<file path="config.mk">
export PLATFORM = sky130hd
export DESIGN_NAME = detector_event_frame_parser_core
export DESIGN_NICKNAME = d
export VERILOG_FILES = /design/src/defp_pkg.sv /design/src/defp_decoder.sv /design/src/detector_event_frame_parser_core.sv
export SDC_FILE = /design/constraint.sdc
export NUM_CORES = 1
export LEC_CHECK = 0
export BUFFER_PORTS_ARGS = -buffer_cell sky130_fd_sc_hd__buf_2
export CAP_MARGIN = 20
export CELL_PAD_IN_SITES_DETAIL_PLACEMENT = 1
export CELL_PAD_IN_SITES_GLOBAL_PLACEMENT = 1
export CORE_ASPECT_RATIO = 1.25
export CORE_MARGIN = 10
export CORE_UTILIZATION = 35
export DETAILED_ROUTE_END_ITERATION = 10
export GPL_TIMING_DRIVEN = 0
export PLACE_DENSITY = 0.73
export SLEW_MARGIN = 20
export SYNTH_ARGS = -nofsm -noshare
export SYNTH_HDL_FRONTEND = slang
export SYNTH_SLANG_ARGS = --single-unit
export TNS_END_PERCENT = 1
</file>
<file path="constraint.sdc">
create_clock -name i_clk -period 5.5 [get_ports i_clk]
set_input_delay 1.1 -clock i_clk [delete_from_list [all_inputs] [get_ports i_clk]]
set_output_delay 1.1 -clock i_clk [all_outputs]
set_load 0.05 [all_outputs]
</file>
<file path="src/defp_pkg.sv">
package defp_pkg;

    localparam logic [15:0] START_MARK = 16'hBAAB;
    localparam logic [15:0] END_MARK   = 16'hFEEF;
    localparam logic [15:0] PAD_WORD   = 16'h8000;

    typedef enum logic [2:0] {
        PH_IDLE,
        PH_CHAN,
        PH_TIME_HI,
        PH_TIME_LO,
        PH_FINE,
        PH_ENERGY,
        PH_CHECK,
        PH_END
    } t_phase;

    typedef enum logic [1:0] {
        ST_GOOD        = 2'd0,
        ST_CHECK_ERR   = 2'd1,
        ST_FLAGGED     = 2'd2,
        ST_MISSING_END = 2'd3
    } t_status;

    typedef struct packed {
        t_status     status;
        logic [14:0] channel;
        logic [27:0] hit_time;
        logic [5:0]  hit_time_fine;
        logic [5:0]  pulse_width;
        logic [4:0]  pulse_width_fine;
        logic [14:0] energy;
    } t_result;

endpackage

</file>
<file path="src/defp_decoder.sv">
module defp_decoder
    import defp_pkg::*;
(
    input  logic        i_clk,
    input  logic        i_rst_n,
    input  logic        i_fire,
    input  logic [15:0] i_word,
    output logic        o_res_valid,
    output t_result     o_res
);

    t_phase      r_phase, n_phase;
    logic [15:0] r_check, n_check;
    logic [15:0] r_recv, n_recv;
    logic [14:0] r_channel, n_channel;
    logic [27:0] r_time, n_time;
    logic [5:0]  r_time_fine, n_time_fine;
    logic [5:0]  r_width, n_width;
    logic [4:0]  r_width_fine, n_width_fine;
    logic [14:0] r_energy, n_energy;

    logic w_pad;
    logic w_flag;
    logic w_start;
    logic w_end;
    logic w_body;

    assign w_pad   = (i_word == PAD_WORD);
    assign w_flag  = i_word[15];
    assign w_start = (i_word == START_MARK);
    assign w_end   = (i_word == END_MARK);
    assign w_body  = (r_phase != PH_IDLE) && (r_phase != PH_END);

    always_comb begin
        n_phase = r_phase;
        if (i_fire && !w_pad) begin
            unique case (r_phase)
                PH_IDLE:    n_phase = w_start ? PH_CHAN : PH_IDLE;
                PH_CHAN:    n_phase = w_flag ? (w_start ? PH_CHAN : PH_IDLE) : PH_TIME_HI;
                PH_TIME_HI: n_phase = w_flag ? (w_start ? PH_CHAN : PH_IDLE) : PH_TIME_LO;
                PH_TIME_LO: n_phase = w_flag ? (w_start ? PH_CHAN : PH_IDLE) : PH_FINE;
                PH_FINE:    n_phase = w_flag ? (w_start ? PH_CHAN : PH_IDLE) : PH_ENERGY;
                PH_ENERGY:  n_phase = w_flag ? (w_start ? PH_CHAN : PH_IDLE) : PH_CHECK;
                PH_CHECK:   n_phase = w_flag ? (w_start ? PH_CHAN : PH_IDLE) : PH_END;
                PH_END:     n_phase = w_end ? PH_IDLE : (w_start ? PH_CHAN : PH_IDLE);
                default:    n_phase = PH_IDLE;
            endcase
        end
    end

    always_comb begin
        n_check      = r_check;
        n_recv       = r_recv;
        n_channel    = r_channel;
        n_time       = r_time;
        n_time_fine  = r_time_fine;
        n_width      = r_width;
        n_width_fine = r_width_fine;
        n_energy     = r_energy;
        o_res_valid  = 1'b0;
        o_res        = '0;
        if (i_fire && !w_pad) begin
            if ((w_body && w_flag) || (r_phase == PH_END && !w_end)) begin
                o_res_valid = 1'b1;
                o_res.status = (r_phase == PH_END) ? ST_MISSING_END : ST_FLAGGED;
                if (w_start) begin
                    n_check = i_word;
                end
            end else begin
                unique case (r_phase)
                    PH_IDLE: begin
                        if (w_start) begin
                            n_check = i_word;
                        end
                    end
                    PH_CHAN: begin
                        n_channel = i_word[14:0];
                        n_check   = r_check ^ i_word;
                    end
                    PH_TIME_HI: begin
                        n_time  = {i_word[14:0], 13'd0};
                        n_check = r_check ^ i_word;
                    end
                    PH_TIME_LO: begin
                        n_time      = {r_time[27:13], i_word[14:2]};
                        n_time_fine = {1'b0, i_word[1:0], 3'd0};
                        n_check     = r_check ^ i_word;
                    end
                    PH_FINE: begin
                        n_time_fine  = r_time_fine + {2'd0, i_word[14:11]};
                        n_width      = i_word[10:5];
                        n_width_fine = i_word[4:0];
                        n_check      = r_check ^ i_word;
                    end
                    PH_ENERGY: begin
                        n_energy = i_word[14:0];
                        n_check  = r_check ^ i_word;
                    end
                    PH_CHECK: begin
                        n_recv = i_word;
                    end
                    PH_END: begin
                        o_res_valid            = 1'b1;
                        o_res.status           = ((r_check ^ i_word) == r_recv)
                                                 ? ST_GOOD : ST_CHECK_ERR;
                        o_res.channel          = r_channel;
                        o_res.hit_time         = r_time;
                        o_res.hit_time_fine    = r_time_fine;
                        o_res.pulse_width      = r_width;
                        o_res.pulse_width_fine = r_width_fine;
                        o_res.energy           = r_energy;
                    end
                    default: begin
                        n_check = r_check;
                    end
                endcase
            end
        end
    end

    always_ff @(posedge i_clk) begin
        if (!i_rst_n) begin
            r_phase <= PH_IDLE;
        end else begin
            r_phase <= n_phase;
        end
    end

    always_ff @(posedge i_clk) begin
        r_check      <= n_check;
        r_recv       <= n_recv;
        r_channel    <= n_channel;
        r_time       <= n_time;
        r_time_fine  <= n_time_fine;
        r_width      <= n_width;
        r_width_fine <= n_width_fine;
        r_energy     <= n_energy;
    end

    a_res_needs_fire: assert property (@(posedge i_clk) disable iff (!i_rst_n)
        o_res_valid |-> i_fire)
        else $error("result produced without a processed word");

    a_flag_only_in_body: assert property (@(posedge i_clk) disable iff (!i_rst_n)
        (o_res_valid && o_res.status == ST_FLAGGED) |-> w_body)
        else $error("flagged-word error outside the frame body");

    a_pad_no_move: assert property (@(posedge i_clk) disable iff (!i_rst_n)
        (i_fire && w_pad) |=> (r_phase == $past(r_phase)))
        else $error("padding word changed the frame phase");

endmodule

</file>
<file path="src/detector_event_frame_parser_core.sv">
// Detector event frame parser.
// Input channel: i_valid / o_stall carry one 16-bit stream word in i_word.
// A word is taken at a rising edge where i_valid is high and o_stall is low.
// Output channel: o_valid / i_stall carry one decoded frame result: status,
// channel, hit time, fine time, pulse width, fine width and energy.
// A result is taken at a rising edge where o_valid is high and i_stall is low.
// A word that closes or breaks a frame presents its result on the output
// register; all other words produce nothing. Throughput is one word per
// cycle while the receiver does not stall. The input register feeds the frame
// decoder, whose result lands in the output register in the next cycle.
// When the receiver stalls, the result holds, the input register still
// accepts one more word, and o_stall rises only when both registers are full.
// Reset is synchronous on i_rst_n, active low; it empties both registers
// and returns the decoder to waiting for a start marker.
module detector_event_frame_parser_core
    import defp_pkg::*;
(
    input  logic        i_clk,
    input  logic        i_rst_n,
    input  logic        i_valid,
    output logic        o_stall,
    input  logic [15:0] i_word,
    output logic        o_valid,
    input  logic        i_stall,
    output logic [1:0]  o_status,
    output logic [14:0] o_channel,
    output logic [27:0] o_hit_time,
    output logic [5:0]  o_hit_time_fine,
    output logic [5:0]  o_pulse_width,
    output logic [4:0]  o_pulse_width_fine,
    output logic [14:0] o_energy
);

    logic        r_in_valid;
    logic [15:0] r_in_word;
    logic        r_out_valid;
    t_result     r_out;

    logic        w_adv;
    logic        w_fire;
    logic        w_res_valid;
    t_result     w_res;

    assign w_adv   = !r_out_valid || !i_stall;
    assign w_fire  = r_in_valid && w_adv;
    assign o_stall = r_in_valid && !w_adv;

    defp_decoder u_decoder (
        .i_clk       (i_clk),
        .i_rst_n     (i_rst_n),
        .i_fire      (w_fire),
        .i_word      (r_in_word),
        .o_res_valid (w_res_valid),
        .o_res       (w_res)
    );

    always_ff @(posedge i_clk) begin
        if (!i_rst_n) begin
            r_in_valid  <= 1'b0;
            r_out_valid <= 1'b0;
        end else begin
            if (i_valid && !o_stall) begin
                r_in_valid <= 1'b1;
            end else if (w_fire) begin
                r_in_valid <= 1'b0;
            end
            if (w_adv) begin
                r_out_valid <= w_res_valid;
            end
        end
    end

    always_ff @(posedge i_clk) begin
        if (i_valid && !o_stall) begin
            r_in_word <= i_word;
        end
        if (w_adv && w_res_valid) begin
            r_out <= w_res;
        end
    end

    assign o_valid            = r_out_valid;
    assign o_status           = r_out.status;
    assign o_channel          = r_out.channel;
    assign o_hit_time         = r_out.hit_time;
    assign o_hit_time_fine    = r_out.hit_time_fine;
    assign o_pulse_width      = r_out.pulse_width;
    assign o_pulse_width_fine = r_out.pulse_width_fine;
    assign o_energy           = r_out.energy;

    a_stall_cause: assert property (@(posedge i_clk) disable iff (!i_rst_n)
        o_stall |-> (r_in_valid && r_out_valid && i_stall))
        else $error("input stalled while the pipeline could move");

    a_error_fields_zero: assert property (@(posedge i_clk) disable iff (!i_rst_n)
        (o_valid && (r_out.status == ST_FLAGGED || r_out.status == ST_MISSING_END))
        |-> (o_channel == '0 && o_hit_time == '0 && o_energy == '0))
        else $error("error result carries frame fields");

    a_fine_range: assert property (@(posedge i_clk) disable iff (!i_rst_n)
        o_valid |-> (o_hit_time_fine <= 6'd39))
        else $error("fine time out of range");

endmodule

</file>
==> flow_summary.json <==
{
  "grt_first_pass_wirelength_mm": 28.8,
  "ctsResizeCount": 0,
  "viasPerCell": 4.80,
  "cts.sinks": 205,
  "path_clk_slew_ns": 0.06,
  "hold_slack_ns": 0.462,
  "required_ns": 4.40,
  "crit_type": "in -> out",
  "clk_latency_ns": 0.50,
  "r2r_start": "r_in_word[7]",
  "via_count": 4475,
  "netlist_instances": 508,
  "reg2reg_depth": 5,
  "synth-seq-cells": 205,
  "fill_cells": 2301,
  "reg2reg_slack_ns": 2.71,
  "die_h_um": 189,
  "dieWidth_um": 156,
  "hpwl_mm": 13.1,
  "r2r-end": "u_decoder.r_width[3]",
  "path_max_fanout": 3,
  "synth_top_area_cell": "edfxtp_1",
  "n_antenna_cell": 0,
  "post_synth_num_cell_types": 40,
  "p_per_area_nw_per_um2": 334,
  "synth_area_um2": 8040,
  "worst_slew_pin_slew_ns": 0.913,
  "setup_viol": 0,
  "slew_violations": 0,
  "routabilityCongestion": 0.804,
  "numCtsBuffers": 21,
  "whs_path_depth": 0,
  "drt-initial-drc-count": 164,
  "placementRows": 61,
  "seq_area_frac_synth_pct": 75.9,
  "initial_core_util_pct": 35.8,
  "min_period_over_period_pct": 50.7,
  "dpl-instance-area_um2": 9020,
  "hp-start": "r_in_word[15]",
  "slew-limit-headroom_pct": 38.9,
  "fmax_ghz": 0.358,
  "overflow": 0,
  "drc_errors": 0,
  "grt.total_usage_pct": 12.2,
  "top_layer": "met4",
  "fin_crit_ns": 2.79,
  "worst_setup_path_end_kind": "output pin",
  "syn_nets": 533,
  "ant_nets": 0,
  "grt_pass1_vias": 4939,
  "yosysTopAreaCellShare_pct": 74.7,
  "setup_ws_ns": 2.71,
  "peakVddDrop_uv": 185,
  "worstHoldEndpoint": "u_decoder.r_recv[15]",
  "grt_max_degree": 32,
  "clock-root-buffer": "clkbuf_16",
  "critPathArrivalTime_ns": 1.69,
  "antenna_found_initial": 0,
  "cts_tree": "built",
  "wl_met1_mm": 7.26,
  "post_cts_buffers": 0,
  "die_area_um2": 29500,
  "p_leak_nw": 3.16,
  "cp-start-kind": "input pin",
  "pre_cts_slack_ns": 2.56,
  "avgSynthCellArea_um2": 15.8,
  "rsz0062_at_grt": "no",
  "max-clock-path-buffers": 3,
  "hold_violations": 0,
  "ys_warn_count": 0,
  "final_cell_area_um2": 9710,
  "met3WireLength_mm": 1.37,
  "firstDrtPassIters": 4,
  "io_pins": 99,
  "routedWlPerCell_um": 19.7,
  "cts_hold_buf": 0,
  "wl_met2_mm": 9.28,
  "status": "complete, no violations",
  "synthToLayoutAreaGrowth_pct": 20.7,
  "drt_wl_total_mm": 18.4,
  "drv_cap": 0,
  "fin_skew_ns": 0.0279,
  "core_um2": 22400,
  "fin_nets": 661,
  "drive_gt1_share_pct": 25.5,
  "hold_path.class": "reg -> reg",
  "synthTopCellsByArea": "edfxtp_1 75%, and2_1 8.0%, xnor2_1 2.5%",
  "htree_levels": 1,
  "portBuffers": 98
}
-- final cells by class --
class	count	area (um^2)	area share, %
clock buffers	29	586	6.03
multi-input cells	283	1840	18.9
clock inverters	8	103	1.06
repair buffers	105	587	6.04
flip-flops and latches	205	6110	62.9
inverters	2	7.51	0.0773
well taps	283	354	3.65
plain buffers	18	131	1.35
-- critical path, stage by stage --
cell	delay (ns)
buf_2	0.09
and3_1	0.21
buf_2	0.29
-- worst max-delay path by stage --
| stage | startpoint | slack (ns) | endpoint |
|---|---|---|---|
| 2_1_floorplan | i_stall | 0.30 | o_channel[0] |
| 3_3_place_gp | i_stall | -0.95 | o_hit_time[15] |
| 3_5_place_dp | i_stall | 2.56 | o_hit_time[16] |
| 5_1_grt | r_in_word[7] | 2.56 | u_decoder.r_channel[4] |
| 6_report | i_stall | 2.71 | o_stall |
| 4_1_cts | r_in_word[3] | 2.65 | u_decoder.r_channel[4] |
-- metrics by stage --
stage               instances  TNS (ns)  utilization, %  total power, W
CTS                       933         0            43.3         0.00327
finish                    933         0            43.3         0.00324
floorplan                 508         0               -         0.00181
global placement          889    -72.54            39.6         0.00185
global route              933         0            43.3         0.00333
detailed placement        896         0            40.2         0.00186
-- report_power, final --
part           internal (W)  switching [W]
logic             0.0000296      0.0000278
clock network      0.000841       0.000569
registers           0.00172      0.0000493
-- state kept, by name (all words and copies together), names as in the netlist --
name and cells:
o_hit_time 28, u_decoder.r_channel 15, u_decoder.r_energy 15, u_decoder.r_width 6
o_hit_time_fine 6, u_decoder.r_check 16, u_decoder.r_phase 3, r_in_valid 1
u_decoder.r_recv 16, u_decoder.r_width_fine 5, o_pulse_width_fine 5, o_pulse_width 6
o_channel 15, u_decoder.r_time_fine 6, r_in_word 16, o_energy 15
o_status 2, u_decoder.r_time 28, o_valid 1
-- layer usage --
metal,up-vias,global-route usage (%)
met5,-,0
met3,37,2.61
li1,2094,-
met2,154,21.5
met1,2190,14.4
met4,0,4.07
-- cells in the mapped netlist (all sizes together) --
cell type,number
nand3,2
inv,2
fa,1
and3,5
and4bb,1
nor3,4
nor3b,2
a31oi,1
nand2,33
o21ai,20
nor4,3
and2,103
o21a,2
a21o,5
nor2b,1
nand4bb,1
a21oi,7
a211oi,1
o31ai,10
or4b,1
xor2,12
ha,4
or3,2
clkbuf,4
dfxtp,5
xnor2,23
nor2,25
buf,14
or4,1
a21boi,4
o211ai,1
nand2b,2
nand4,6
edfxtp,200
-- cell usage in the layout, fill, tap and decap left out, types with 2 or more instances in the layout --
cell type,Yosys,layout
clkbuf_16,0,21
a21o_1,4,4
o31ai_1,10,10
nor3b_2,2,2
nor3_2,0,3
edfxtp_1,200,200
and2_1,103,103
ha_1,4,4
inv_1,2,2
nor4_1,2,2
clkbuf_8,0,3
buf_6,7,8
nand2b_1,2,2
xnor2_1,23,23
dfxtp_1,5,5
or3_1,2,2
clkinv_4,0,2
o21ai_0,20,20
nand2_1,33,33
nand4_1,6,6
buf_4,1,4
nand3_1,2,2
bufinv_16,0,2
and3_1,5,5
xor2_1,12,12
clkbuf_1,4,9
nor2_1,25,22
nor2_2,0,2
o21a_1,2,2
a21oi_1,7,7
buf_2,6,104
a21boi_0,2,2
-- logic make-up (layout without fill, tap and decap cells) --
family	after synthesis	count (layout)	synth area share [%]
and+or+nand+nor	192	192	13.6
DFF	205	205	75.9
AOI/OAI and AO/OA	51	51	4.11
adders and majority gates	5	5	0.871
buffers and inverters	20	162	1.73
xor gates and xnor gates	35	35	3.81
Note: power is estimated with default switching activity, not from simulation.
